File: src/sv/mcce_pkg.sv
`timescale 1ns / 1ps
`default_nettype none

package mcce_pkg;

  // Fixed field widths of the item and result ports
  localparam int unsigned DIM_IN_W = 16;
  localparam int unsigned SYM_W    = 8;
  localparam int unsigned COST_W   = 63;

  localparam logic [COST_W-1:0] COST_MAX = {COST_W{1'b1}};

  // Character codes
  localparam logic [SYM_W-1:0] ASCII_A      = 8'h41;
  localparam logic [SYM_W-1:0] ASCII_Z      = 8'h5A;
  localparam logic [SYM_W-1:0] ASCII_RPAREN = 8'h29;

  // Item modes
  localparam logic MODE_DEFINE = 1'b0;
  localparam logic MODE_EXPR   = 1'b1;

  typedef enum logic [2:0] {
    ST_IDLE,
    ST_LOOKUP,
    ST_POP,
    ST_MUL_LO,
    ST_MUL_HI,
    ST_SUM,
    ST_ACC,
    ST_END
  } st_e;

endpackage

`default_nettype wire

File: src/sv/matrix_chain_cost_evaluator.sv
`timescale 1ns / 1ps
`default_nettype none

// Channel   Direction  Handshake               Payload
// in        request in in_valid_i / in_ready_o  mode_i symbol_i rows_i cols_i last_i
// out       result out out_valid_o / out_ready_i total_cost_o error_o
//
// One request is worked at a time. A ')' takes a stack read, three passes through the
// shared DIM_BITS x DIM_BITS multiplier, term saturation and a saturating accumulate.
// Reset marks every letter undefined and empties the stack; memories are not cleared.
// A finished result sits in the output register while the next request is taken; only
// a last character whose result finds that register still full waits for out_ready_i.

module matrix_chain_cost_evaluator #(
  parameter int unsigned STACK_DEPTH   = 64,
  parameter int unsigned DIM_BITS      = 16,
  parameter int unsigned TABLE_ENTRIES = 26
) (
  input  logic                         clk_i,
  input  logic                         rst_ni,
  input  logic                         in_valid_i,
  output logic                         in_ready_o,
  input  logic                         mode_i,
  input  logic [mcce_pkg::SYM_W-1:0]   symbol_i,
  input  logic [mcce_pkg::DIM_IN_W-1:0] rows_i,
  input  logic [mcce_pkg::DIM_IN_W-1:0] cols_i,
  input  logic                         last_i,
  output logic                         out_valid_o,
  input  logic                         out_ready_i,
  output logic [mcce_pkg::COST_W-1:0]  total_cost_o,
  output logic                         error_o
);

  import mcce_pkg::*;

  localparam int unsigned TBL_AW = (TABLE_ENTRIES > 1) ? $clog2(TABLE_ENTRIES) : 1;
  localparam int unsigned SAW    = $clog2(STACK_DEPTH);
  localparam int unsigned TOP_W  = $clog2(STACK_DEPTH + 1);
  localparam int unsigned PROD_W = 2 * DIM_BITS;
  localparam int unsigned TERM_W = (3 * DIM_BITS > COST_W + 1) ? 3 * DIM_BITS : COST_W + 1;

  st_e state_q, state_d;

  // Expression state
  logic [TOP_W-1:0]    top_q, top_d;
  logic                failed_q, failed_d;
  logic [COST_W-1:0]   acc_q, acc_d;
  logic [DIM_BITS-1:0] tos_rows_q, tos_rows_d;
  logic [DIM_BITS-1:0] tos_cols_q, tos_cols_d;

  // Per-request working registers
  logic                last_q, last_d;
  logic                in_table_q, in_table_d;
  logic [DIM_BITS-1:0] a_rows_q, a_rows_d;
  logic [PROD_W-1:0]   mul_q;
  logic [DIM_BITS-1:0] p1_hi_q, p1_hi_d;
  logic [PROD_W-1:0]   lo_q, lo_d;
  logic [COST_W-1:0]   term_q, term_d;

  // Output register
  logic                out_valid_q, out_valid_d;
  logic [COST_W-1:0]   cost_out_q, cost_out_d;
  logic                err_out_q, err_out_d;

  // Multiplier operands
  logic                mul_en;
  logic [DIM_BITS-1:0] mul_a, mul_b;

  // Request decode
  logic                accept;
  logic [SYM_W-1:0]    sym_idx;
  logic                sym_in_table;
  logic                sym_is_letter;
  logic [DIM_BITS-1:0] in_rows, in_cols;

  // Memory ports
  logic                tbl_wr_en, tbl_rd_en, tbl_known;
  logic [DIM_BITS-1:0] tbl_rows, tbl_cols;
  logic                stk_wr_en, stk_rd_en;
  logic [SAW-1:0]      stk_wr_addr, stk_rd_addr;
  logic [PROD_W-1:0]   stk_rd_data;
  logic [DIM_BITS-1:0] stk_a_rows, stk_a_cols;

  // Arithmetic helpers
  logic [TERM_W-1:0]   term_full;
  logic [COST_W:0]     acc_sum;
  logic [TOP_W-1:0]    top_m1, top_m2;
  logic                out_free;

  assign accept        = in_valid_i && in_ready_o;
  assign sym_idx       = symbol_i - ASCII_A;
  assign sym_in_table  = sym_idx < SYM_W'(TABLE_ENTRIES);
  assign sym_is_letter = symbol_i inside {[ASCII_A:ASCII_Z]};
  assign in_rows       = DIM_BITS'(rows_i);
  assign in_cols       = DIM_BITS'(cols_i);

  assign top_m1      = top_q - TOP_W'(1);
  assign top_m2      = top_q - TOP_W'(2);
  assign stk_a_rows  = stk_rd_data[PROD_W-1:DIM_BITS];
  assign stk_a_cols  = stk_rd_data[DIM_BITS-1:0];
  assign out_free    = !out_valid_q || out_ready_i;

  // Term = (p1_hi * bc) << DIM_BITS + p1_lo * bc, clipped to the cost range
  assign term_full = TERM_W'({mul_q, {DIM_BITS{1'b0}}}) + TERM_W'(lo_q);
  assign acc_sum   = {1'b0, acc_q} + {1'b0, term_q};

  mcce_dim_table #(
    .TABLE_ENTRIES(TABLE_ENTRIES),
    .DIM_BITS     (DIM_BITS),
    .TBL_AW       (TBL_AW)
  ) u_dim_table (
    .clk_i     (clk_i),
    .rst_ni    (rst_ni),
    .wr_en_i   (tbl_wr_en),
    .wr_idx_i  (sym_idx[TBL_AW-1:0]),
    .wr_rows_i (in_rows),
    .wr_cols_i (in_cols),
    .rd_en_i   (tbl_rd_en),
    .rd_idx_i  (sym_idx[TBL_AW-1:0]),
    .rd_rows_o (tbl_rows),
    .rd_cols_o (tbl_cols),
    .rd_known_o(tbl_known)
  );

  // Entries below the top of stack; the top itself lives in tos_rows_q/tos_cols_q
  mcce_stack_ram #(
    .DEPTH(STACK_DEPTH),
    .WIDTH(PROD_W),
    .AW   (SAW)
  ) u_stack_ram (
    .clk_i    (clk_i),
    .wr_en_i  (stk_wr_en),
    .wr_addr_i(stk_wr_addr),
    .wr_data_i({tos_rows_q, tos_cols_q}),
    .rd_en_i  (stk_rd_en),
    .rd_addr_i(stk_rd_addr),
    .rd_data_o(stk_rd_data)
  );

  always_ff @(posedge clk_i or negedge rst_ni) begin
    if (!rst_ni) begin
      state_q <= ST_IDLE;
    end else begin
      state_q <= state_d;
    end
  end

  always_ff @(posedge clk_i or negedge rst_ni) begin
    if (!rst_ni) begin
      top_q       <= '0;
      failed_q    <= 1'b0;
      acc_q       <= '0;
      out_valid_q <= 1'b0;
    end else begin
      top_q       <= top_d;
      failed_q    <= failed_d;
      acc_q       <= acc_d;
      out_valid_q <= out_valid_d;
    end
  end

  always_ff @(posedge clk_i) begin
    tos_rows_q <= tos_rows_d;
    tos_cols_q <= tos_cols_d;
    last_q     <= last_d;
    in_table_q <= in_table_d;
    a_rows_q   <= a_rows_d;
    p1_hi_q    <= p1_hi_d;
    lo_q       <= lo_d;
    term_q     <= term_d;
    cost_out_q <= cost_out_d;
    err_out_q  <= err_out_d;
    if (mul_en) begin
      mul_q <= PROD_W'(mul_a) * PROD_W'(mul_b);
    end
  end

  always_comb begin
    state_d     = state_q;
    top_d       = top_q;
    failed_d    = failed_q;
    acc_d       = acc_q;
    tos_rows_d  = tos_rows_q;
    tos_cols_d  = tos_cols_q;
    last_d      = last_q;
    in_table_d  = in_table_q;
    a_rows_d    = a_rows_q;
    p1_hi_d     = p1_hi_q;
    lo_d        = lo_q;
    term_d      = term_q;
    out_valid_d = out_valid_q;
    cost_out_d  = cost_out_q;
    err_out_d   = err_out_q;

    in_ready_o  = 1'b0;
    tbl_wr_en   = 1'b0;
    tbl_rd_en   = 1'b0;
    stk_wr_en   = 1'b0;
    stk_wr_addr = top_m1[SAW-1:0];
    stk_rd_en   = 1'b0;
    stk_rd_addr = top_m2[SAW-1:0];
    mul_en      = 1'b0;
    mul_a       = stk_a_rows;
    mul_b       = stk_a_cols;

    // Drop the result once taken
    if (out_valid_q && out_ready_i) begin
      out_valid_d = 1'b0;
    end

    case (state_q)
      ST_IDLE: begin
        in_ready_o = 1'b1;
        if (accept) begin
          last_d     = last_i;
          in_table_d = sym_in_table;
          if (mode_i == MODE_DEFINE) begin
            // Store the dimensions; last carries no meaning here
            tbl_wr_en = sym_in_table;
          end else if (failed_q) begin
            state_d = ST_END;
          end else if (sym_is_letter) begin
            tbl_rd_en = sym_in_table;
            state_d   = ST_LOOKUP;
          end else if (symbol_i == ASCII_RPAREN) begin
            if (top_q < TOP_W'(2)) begin
              failed_d = 1'b1;
              state_d  = ST_END;
            end else begin
              stk_rd_en = 1'b1;
              state_d   = ST_POP;
            end
          end else begin
            state_d = ST_END;
          end
        end
      end

      ST_LOOKUP: begin
        if (!(in_table_q && tbl_known)) begin
          failed_d = 1'b1;
        end else if (top_q == TOP_W'(STACK_DEPTH)) begin
          failed_d = 1'b1;
        end else begin
          // Spill the old top into memory, then hold the new one in registers
          stk_wr_en  = (top_q != '0);
          tos_rows_d = tbl_rows;
          tos_cols_d = tbl_cols;
          top_d      = top_q + TOP_W'(1);
        end
        state_d = ST_END;
      end

      ST_POP: begin
        // A comes from memory, B is the held top
        a_rows_d = stk_a_rows;
        if (stk_a_cols != tos_rows_q) begin
          failed_d = 1'b1;
          state_d  = ST_END;
        end else begin
          mul_en  = 1'b1;
          state_d = ST_MUL_LO;
        end
      end

      ST_MUL_LO: begin
        mul_en  = 1'b1;
        mul_a   = mul_q[DIM_BITS-1:0];
        mul_b   = tos_cols_q;
        p1_hi_d = mul_q[PROD_W-1:DIM_BITS];
        state_d = ST_MUL_HI;
      end

      ST_MUL_HI: begin
        mul_en  = 1'b1;
        mul_a   = p1_hi_q;
        mul_b   = tos_cols_q;
        lo_d    = mul_q;
        state_d = ST_SUM;
      end

      ST_SUM: begin
        if (term_full[TERM_W-1:COST_W] != '0) begin
          term_d = COST_MAX;
        end else begin
          term_d = term_full[COST_W-1:0];
        end
        state_d = ST_ACC;
      end

      ST_ACC: begin
        acc_d      = acc_sum[COST_W] ? COST_MAX : acc_sum[COST_W-1:0];
        tos_rows_d = a_rows_q;
        top_d      = top_m1;
        state_d    = ST_END;
      end

      ST_END: begin
        if (!last_q) begin
          state_d = ST_IDLE;
        end else if (out_free) begin
          // Report and clear the expression
          out_valid_d = 1'b1;
          if (failed_q || top_q != TOP_W'(1)) begin
            err_out_d  = 1'b1;
            cost_out_d = '0;
          end else begin
            err_out_d  = 1'b0;
            cost_out_d = acc_q;
          end
          top_d    = '0;
          failed_d = 1'b0;
          acc_d    = '0;
          state_d  = ST_IDLE;
        end
      end

      default: begin
        state_d = ST_IDLE;
      end
    endcase
  end

  assign out_valid_o  = out_valid_q;
  assign total_cost_o = cost_out_q;
  assign error_o      = err_out_q;

endmodule

`default_nettype wire

File: src/sv/mcce_dim_table.sv
`timescale 1ns / 1ps
`default_nettype none

module mcce_dim_table #(
  parameter int unsigned TABLE_ENTRIES = 26,
  parameter int unsigned DIM_BITS      = 16,
  parameter int unsigned TBL_AW        = (TABLE_ENTRIES > 1) ? $clog2(TABLE_ENTRIES) : 1
) (
  input  logic                clk_i,
  input  logic                rst_ni,
  input  logic                wr_en_i,
  input  logic [TBL_AW-1:0]   wr_idx_i,
  input  logic [DIM_BITS-1:0] wr_rows_i,
  input  logic [DIM_BITS-1:0] wr_cols_i,
  input  logic                rd_en_i,
  input  logic [TBL_AW-1:0]   rd_idx_i,
  output logic [DIM_BITS-1:0] rd_rows_o,
  output logic [DIM_BITS-1:0] rd_cols_o,
  output logic                rd_known_o
);

  logic [2*DIM_BITS-1:0]  mem_q [TABLE_ENTRIES];
  logic [TABLE_ENTRIES-1:0] known_q;
  logic [2*DIM_BITS-1:0]  rd_data_q;
  logic                   rd_known_q;

  // Dimension storage: one write port, one registered read port
  always_ff @(posedge clk_i) begin
    if (wr_en_i) begin
      mem_q[wr_idx_i] <= {wr_rows_i, wr_cols_i};
    end
    if (rd_en_i) begin
      rd_data_q  <= mem_q[rd_idx_i];
      rd_known_q <= known_q[rd_idx_i];
    end
  end

  // Mark entries defined; reset forgets every letter
  always_ff @(posedge clk_i or negedge rst_ni) begin
    if (!rst_ni) begin
      known_q <= '0;
    end else if (wr_en_i) begin
      known_q[wr_idx_i] <= 1'b1;
    end
  end

  assign rd_rows_o  = rd_data_q[2*DIM_BITS-1:DIM_BITS];
  assign rd_cols_o  = rd_data_q[DIM_BITS-1:0];
  assign rd_known_o = rd_known_q;

endmodule

`default_nettype wire

File: src/sv/mcce_stack_ram.sv
`timescale 1ns / 1ps
`default_nettype none

module mcce_stack_ram #(
  parameter int unsigned DEPTH = 64,
  parameter int unsigned WIDTH = 32,
  parameter int unsigned AW    = $clog2(DEPTH)
) (
  input  logic             clk_i,
  input  logic             wr_en_i,
  input  logic [AW-1:0]    wr_addr_i,
  input  logic [WIDTH-1:0] wr_data_i,
  input  logic             rd_en_i,
  input  logic [AW-1:0]    rd_addr_i,
  output logic [WIDTH-1:0] rd_data_o
);

  logic [WIDTH-1:0] mem_q [DEPTH];
  logic [WIDTH-1:0] rd_data_q;

  always_ff @(posedge clk_i) begin
    if (wr_en_i) begin
      mem_q[wr_addr_i] <= wr_data_i;
    end
    if (rd_en_i) begin
      rd_data_q <= mem_q[rd_addr_i];
    end
  end

  assign rd_data_o = rd_data_q;

endmodule

`default_nettype wire

File: config.mk
export PLATFORM = sky130hd
export DESIGN_NAME = matrix_chain_cost_evaluator
export DESIGN_NICKNAME = d
export VERILOG_FILES = /design/src/sv/mcce_pkg.sv /design/src/sv/matrix_chain_cost_evaluator.sv /design/src/sv/mcce_dim_table.sv /design/src/sv/mcce_stack_ram.sv
export SDC_FILE = /design/constraint.sdc
export NUM_CORES = 2
export LEC_CHECK = 0
export BUFFER_PORTS_ARGS = -buffer_cell sky130_fd_sc_hd__clkbuf_2
export CORE_ASPECT_RATIO = 0.75
export CORE_MARGIN = 3
export CORE_UTILIZATION = 55
export DETAILED_ROUTE_END_ITERATION = 10
export GPL_ROUTABILITY_DRIVEN = 1
export PLACE_DENSITY_LB_ADDON = 0.25
export SETUP_SLACK_MARGIN = 0.2
export SLEW_MARGIN = 20
export SYNTH_ARGS = -nofsm -noshare
export SYNTH_HDL_FRONTEND = slang
export SYNTH_HIERARCHICAL = 1
export SYNTH_SLANG_ARGS = --single-unit
File: constraint.sdc
create_clock -name clk_i -period 7.7 [get_ports clk_i]
set_input_delay 1.54 -clock clk_i [delete_from_list [all_inputs] [get_ports clk_i]]
set_output_delay 1.54 -clock clk_i [all_outputs]
set_load 0.02 [all_outputs]
After elaboration in Yosys (flattened, before gate mapping)
Memories as Yosys holds them, arrays and structs flattened. A register that Yosys moved wholly into a read port is not among the register bits.
Index checks and enable logic that the tools add are counted.
Widths: inputs -> output; s select.
- bits in registers: 359
- latch bits: 0
- memory bits (writable): 2880
- ROM bits: 0
- bits of input ports: 46
- output and inout port bits: 66
- memories: 2
- memory list (name ; words ; width ; read ports ; clocked after memory_dff ; wr ports ; RTL line ; RTL):
    u_stack_ram.mem_q ; 64 ; 32 ; 1 ; 1 ; 1 ; mcce_stack_ram.sv:18 ; logic [WIDTH-1:0] mem_q [DEPTH];
    u_dim_table.mem_q ; 26 ; 32 ; 1 ; 1 ; 1 ; mcce_dim_table.sv:22 ; logic [2*DIM_BITS-1:0] mem_q [TABLE_ENTRIES];
- $add $sub $neg: 6
- multiply operators: 1
- divide/modulo/power cells: 0
- $lt $le $gt $ge: 6
- equal/unequal tests: 20
- shift operators: 0
- multiplexer cells: 70
- bitwise gates (word level): 2
- reductions and logical operators: 24
- operator list (kind ; number):
    $mux 63 ; 3
    $pmux 63 s2 ; 1
    $add 63x63->64 ; 1
    $pmux 16 s2 ; 2
    $add 48x32->49 ; 1
    $mux 16 ; 3
    $mux 1 ; 42
    $mul 16x16->32 ; 1
    $mux 7 ; 4
    $mux 3 ; 9
    $or 26x26->26 ; 1
    $pmux 3 s7 ; 1
    $pmux 7 s3 ; 1
    $ne 16x16->1 ; 1
    $reduce_and 3->1 ; 5
    $ne 2x2->1 const B ; 7
    $eq 3x3->1 const B ; 4
    $eq 8x6->1 const B ; 1
    $ge 8x7->1 const B ; 1
    $le 8x7->1 const B ; 1
    $lt 8x5->1 const B ; 1
    $sub 8x7->8 const B ; 1
    $add 7x1->7 const B ; 1
    $eq 7x7->1 const B ; 1
    other kinds (26) ; 35

Logic depth before layout (Yosys ltp)
- word-level depth: 8
- depth in mapped cells: 32
- depth with buffers taken out: 30

Modules after synthesis
Netlist, hierarchy kept.
- by module, submodules not included (module ; times used ; cells an instance ; area each (um^2) ; sequential area each (um^2)):
    mcce_stack_ram ; 1 ; 3324 ; 78835.6 ; 62459.9
    mcce_dim_table ; 1 ; 1438 ; 33405.8 ; 26625.5
    matrix_chain_cost_evaluator ; 1 ; 2509 ; 24813.8 ; 9173.8

Least setup slack after synthesis
Ideal clock, no wire load.
- path type: register -> register
- start: register state_q[1]
- end: register mul_q[31] (data pin)
- library setup time: 0.260 ns
- data arrival time: 8.108 ns
- setup slack: -0.668 ns
- cell stages (with the launch flop): 28
- buffers on the path: 2
- path through: dfrtp_1 > clkbuf_1 > inv_1 > nand2_1 > nor2_1 > buf_2 > mux2i_1 > nor2_1 > a21oi_1 > nor2_1 > fa_1 > fa_1 > fa_1 > fa_1 > fa_1 > inv_1 > fa_1 > inv_1 > ha_1 > and4_1 > nor2b_1 > o41ai_1 > o32a_1 > a21oi_1 > a211oi_1 > o21ai_0 > a21oi_1 > xnor2_1
- longest elaborated chain between the ends: 4
- ends and longest elaborated chain (item ; RTL line ; RTL):
    start, declared ; matrix_chain_cost_evaluator.sv:42 ; st_e state_q, state_d;
    start signal, assigned ; matrix_chain_cost_evaluator.sv:144 ; state_q <= state_d;
    $eq 3x3->1 / $eq 3x2->1 (equally long branches) ; matrix_chain_cost_evaluator.sv:211 ; case (state_q)
    $reduce_or 2->1 (no line) ; - ;
    $mux 16 ; matrix_chain_cost_evaluator.sv:211 ;
    $mul 16x16->32 * ; matrix_chain_cost_evaluator.sv:174 ; mul_q <= PROD_W'(mul_a) * PROD_W'(mul_b);
    end signal, assigned ; matrix_chain_cost_evaluator.sv:174 ;
    end, declared ; matrix_chain_cost_evaluator.sv:55 ; logic [PROD_W-1:0] mul_q;
Mark *: on every way between the ends. The rest lies on a longest branch, timed or not.
A chain may end at the register's enable or synchronous reset.

Worst setup path in the final report
- start: register state_q[2]
- end: register mul_q[31] (data pin)
Same word-level chain as after synthesis.

==> flow_summary.rst <==
.. list-table::
   :header-rows: 1

   * - Metric
     - Value
   * - Worst setup path startpoint
     - state_q[2]
   * - Post-Synthesis Mean Instance Area
     - 18.8 um^2
   * - Synthesized-area fraction occupied by ao, oa, aoi and oai cells
     - 3.65%
   * - Number of hold violations in the final report
     - 0
   * - Reg-to-reg slack, setup
     - 270 ps
   * - Clock-pin slew of the registers on the worst-case setup and hold paths
     - 70 ps
   * - Synthesized cell area
     - 137000 um^2
   * - Worst-case headroom to the max-slew limit
     - 25.6%
   * - Library cell with the largest summed area after synthesis
     - sky130_fd_sc_hd__edfxtp_1
   * - Total grt overflow
     - 0
   * - Chip height
     - 438 um
   * - Detailed Route WL
     - 360 mm
   * - Tmin final
     - 7430 ps
   * - Total vias in the final route
     - 73100
   * - WP data arrival
     - 8030 ps
   * - Clock tree from TritonCTS
     - built
   * - Simple-gate share of the synthesized area
     - 3.97%
   * - Cell at the root of the clock tree
     - sky130_fd_sc_hd__clkbuf_16
   * - TritonCTS buffer count
     - 316
   * - Yosys cell types
     - 88
   * - Number of I/O pins
     - 112
   * - Instance count of the mapped netlist
     - 7271
   * - Max FO, Critical Path
     - 7
   * - Most numerous cell on the critical path
     - sky130_fd_sc_hd__fa_1
   * - Count of unresolved DRC violations after routing
     - 0
   * - Final weighted congestion of routability-driven global placement
     - 0.920
   * - Outcome
     - complete, no violations
   * - Width of the die
     - 582 um
   * - Critical Setup Path Class
     - register to register
   * - Max Clock Skew
     - 81.2 ps
   * - Synthesis-stage register bit count
     - 3289
   * - Total core area
     - 248000 um^2
   * - Critical Path Start Type
     - register
   * - Starting Density
     - 55.4%
   * - Number of nets in the synthesized netlist
     - 7692
   * - Vias in the first global route
     - 71600
   * - Top flip-flop cell by instance count after synthesis
     - sky130_fd_sc_hd__edfxtp_1
   * - Cell count of the worst reg-to-reg path
     - 28
   * - Wirelength per Cell
     - 32.1 um
   * - Post-DRT Antenna Nets
     - 0
   * - Area overhead of the layout relative to synthesis
     - 12.7%
   * - Count of buffers inserted at the top-level ports
     - 111
   * - Number of enable flip-flop cells after synthesis
     - 3188
   * - Dominant combinational cell family by area after synthesis
     - multiplexers
   * - Clock Sinks
     - 3289
   * - RSZ-0062 raised after global routing
     - true
   * - Clock latency on the worst-skew pair
     - 900 ps
   * - Number of vias per cell
     - 6.52
   * - Terminus of the critical flop-to-flop path
     - mul_q[31]
   * - Synth async-reset ratio
     - 3.07%
   * - Hold crit path type
     - register to register
   * - Cell type of the slowest stage on the worst timing path
     - sky130_fd_sc_hd__fa_1
   * - Maximum buffer depth of the clock tree
     - 4
   * - Xor/xnor share of the synthesized area
     - 0.767%
   * - Post-detail-place hpwl
     - 217 mm
   * - Iteration-0 DRC count of the detailed router
     - 10800
   * - Rows
     - 158
   * - Number of buffers inserted for hold repair after clock tree synthesis
     - 0
   * - Max frequency
     - 135 MHz
   * - First drt pass iteration count
     - 8
   * - Total count of max-transition violations in the final report
     - 0
   * - Count of nets after finishing
     - 8110
   * - Adder and majority cell fraction of the synthesized area
     - 4.50%
   * - Depth of the CTS H-tree
     - 5
   * - Yosys warning count
     - 6
   * - Share of post-route cells with drive strength above 1
     - 23.3%
   * - Maximum number of pins on one net before global-route repair
     - 106
   * - Fraction of synthesized cell area taken by the top area cell type
     - 69.8%
   * - Seq/Total Area, Yosys
     - 71.7%
   * - Most frequent standard cell in the layout excluding fill and tap cells
     - sky130_fd_sc_hd__edfxtp_1
   * - Worst path max stage delay
     - 600 ps
   * - Pre-CTS WS
     - -35.2 ps
   * - Die Outline Area
     - 255000 um^2
   * - Utilization after layout
     - 62.4%
   * - CP Capture Point
     - mul_q[31]
   * - Combined global-route utilization of all metal layers
     - 28.4%
   * - Reg-to-Reg Start
     - state_q[2]
   * - Endpoint type of the worst setup path
     - register
   * - Global-route wire length before repair
     - 518 mm
   * - Highest-count cells in the layout ignoring fill and taps
     - 3188 x sky130_fd_sc_hd__edfxtp_1, 742 x sky130_fd_sc_hd__mux4_2, 417 x sky130_fd_sc_hd__nand2_1, 320 x sky130_fd_sc_hd__clkbuf_16, 312 x sky130_fd_sc_hd__nor2_1
   * - Data required time of the critical path
     - 8300 ps
   * - # setup viols final
     - 0
   * - Worst hold slack across all endpoints
     - 383 ps
   * - Count of maximum capacitance violations
     - 0
   * - Antenna violations before repair
     - 25
   * - Period utilisation layout
     - 96.5%
   * - Final worst slack
     - 267 ps
   * - Multiplexer area fraction after synthesis
     - 13.5%
   * - Top cells by area, synth
     - sky130_fd_sc_hd__edfxtp_1 70%, sky130_fd_sc_hd__mux4_2 12%, sky130_fd_sc_hd__fa_1 2.9%
   * - Worst-margin pin slew
     - 1110 ps
[synth_stat cells (38+ instances only)]
cell type                  count
sky130_fd_sc_hd__nor2_1      406
sky130_fd_sc_hd__a21oi_1     189
sky130_fd_sc_hd__nand3_1      49
sky130_fd_sc_hd__o21ai_0     108
sky130_fd_sc_hd__o211ai_1     43
sky130_fd_sc_hd__ha_1        179
sky130_fd_sc_hd__nor3_1       40
sky130_fd_sc_hd__a22oi_1      78
sky130_fd_sc_hd__mux4_2      742
sky130_fd_sc_hd__xnor2_1      90
sky130_fd_sc_hd__and2_1       69
sky130_fd_sc_hd__or2_2        38
sky130_fd_sc_hd__o221ai_1     59
sky130_fd_sc_hd__fa_1        196
sky130_fd_sc_hd__edfxtp_1   3188
sky130_fd_sc_hd__clkbuf_1    169
sky130_fd_sc_hd__nand2_1     419
sky130_fd_sc_hd__dfrtp_1     101
sky130_fd_sc_hd__inv_1       270
sky130_fd_sc_hd__buf_2        96
sky130_fd_sc_hd__a21o_1       44
sky130_fd_sc_hd__mux2i_1     160
sky130_fd_sc_hd__o22ai_1      87
[cells by family (layout without fill, tap and decap cells)]
logic type | Yosys count | in the layout
xor gates and xnor gates | 120 | 120
other | 0 | 6
AOI/OAI and AO/OA | 754 | 754
DFF | 3289 | 3289
buffers and inverters | 615 | 1271
and+or+nand+nor | 1200 | 1200
muxes | 918 | 919
adders and majority gates | 375 | 375
[area by class of cell]
cell class                      instances  area, um^2
Inverter                              272        1050
Multi-Input combinational cell       3368       37300
Antenna cell                            6        15.0
Clock buffer                          389        8350
Fill cell                           17000       93100
Sequential cell                      3289       98300
Tap cell                             3280        4100
Clock inverter                        168        1750
Timing Repair Buffer                  442        3650
[worst max-delay path, delay by kind of cell, from the launching register on]
kind,cells,cell delay (ps)
flip-flops,1,420
AND/OR/NAND/NOR,5,700
multiplexers,1,360
buffers and inverters,8,920
XOR/XNOR,1,90
adder cells (fa/ha/maj),7,3400
AO/OA/AOI/OAI,6,1240
[metal layers]
metal	GRT usage, %	vias up	part of all wire (%)
met2	39.2	4435	43
met4	7.37	8	2.6
met5	0	-	0.013
met1	44.6	38300	41
met3	8.05	535	13
li1	-	29800	-
[registers in the layout, indices dropped and copies added, names as in the netlist, 49 cells and up]
signal	cells
u_stack_ram/mem_q	2048
u_dim_table/mem_q	832
acc_q	63
total_cost_o	63
term_q	49
[per-stage QoR]
step / std cells / instance area [um^2] / setup TNS (ps)
final: 11200 / 154000 / 0
after global routing: 11200 / 154000 / -5.89
after CTS: 11200 / 154000 / 0
after detailed placement: 10600 / 144000 / -35.2
after global placement: 10600 / 144000 / 0
after floorplan: 7271 / 137000 / 0
[how the worst min path moves through the flow]
stage | from | end | cells past startpoint | slack (ps)
2_1_floorplan | lo_q[0] | term_q[0] | 0 | 400
3_3_place_gp | u_dim_table/rd_data_q[11] | tos_cols_q[11] | 0 | 410
3_5_place_dp | u_dim_table/rd_data_q[8] | tos_cols_q[8] | 0 | 410
4_1_cts | lo_q[6] | term_q[6] | 0 | 390
5_1_grt | lo_q[6] | term_q[6] | 0 | 410
6_report | lo_q[6] | term_q[6] | 0 | 380
[timing repair]
| item | in CTS | in global routing |
|---|---|---|
| gates resized for setup | 24 | 30 |
| pin swaps | 8 | 19 |
| gates cloned | 1 | 1 |
| buffers inserted | 12 | 15 |
| setup endpoints to repair | 6 | 11 |
Power is left out: the tool's default activity adds up to more than one toggle a clock period on the data nets, which glitch-free logic cannot reach.
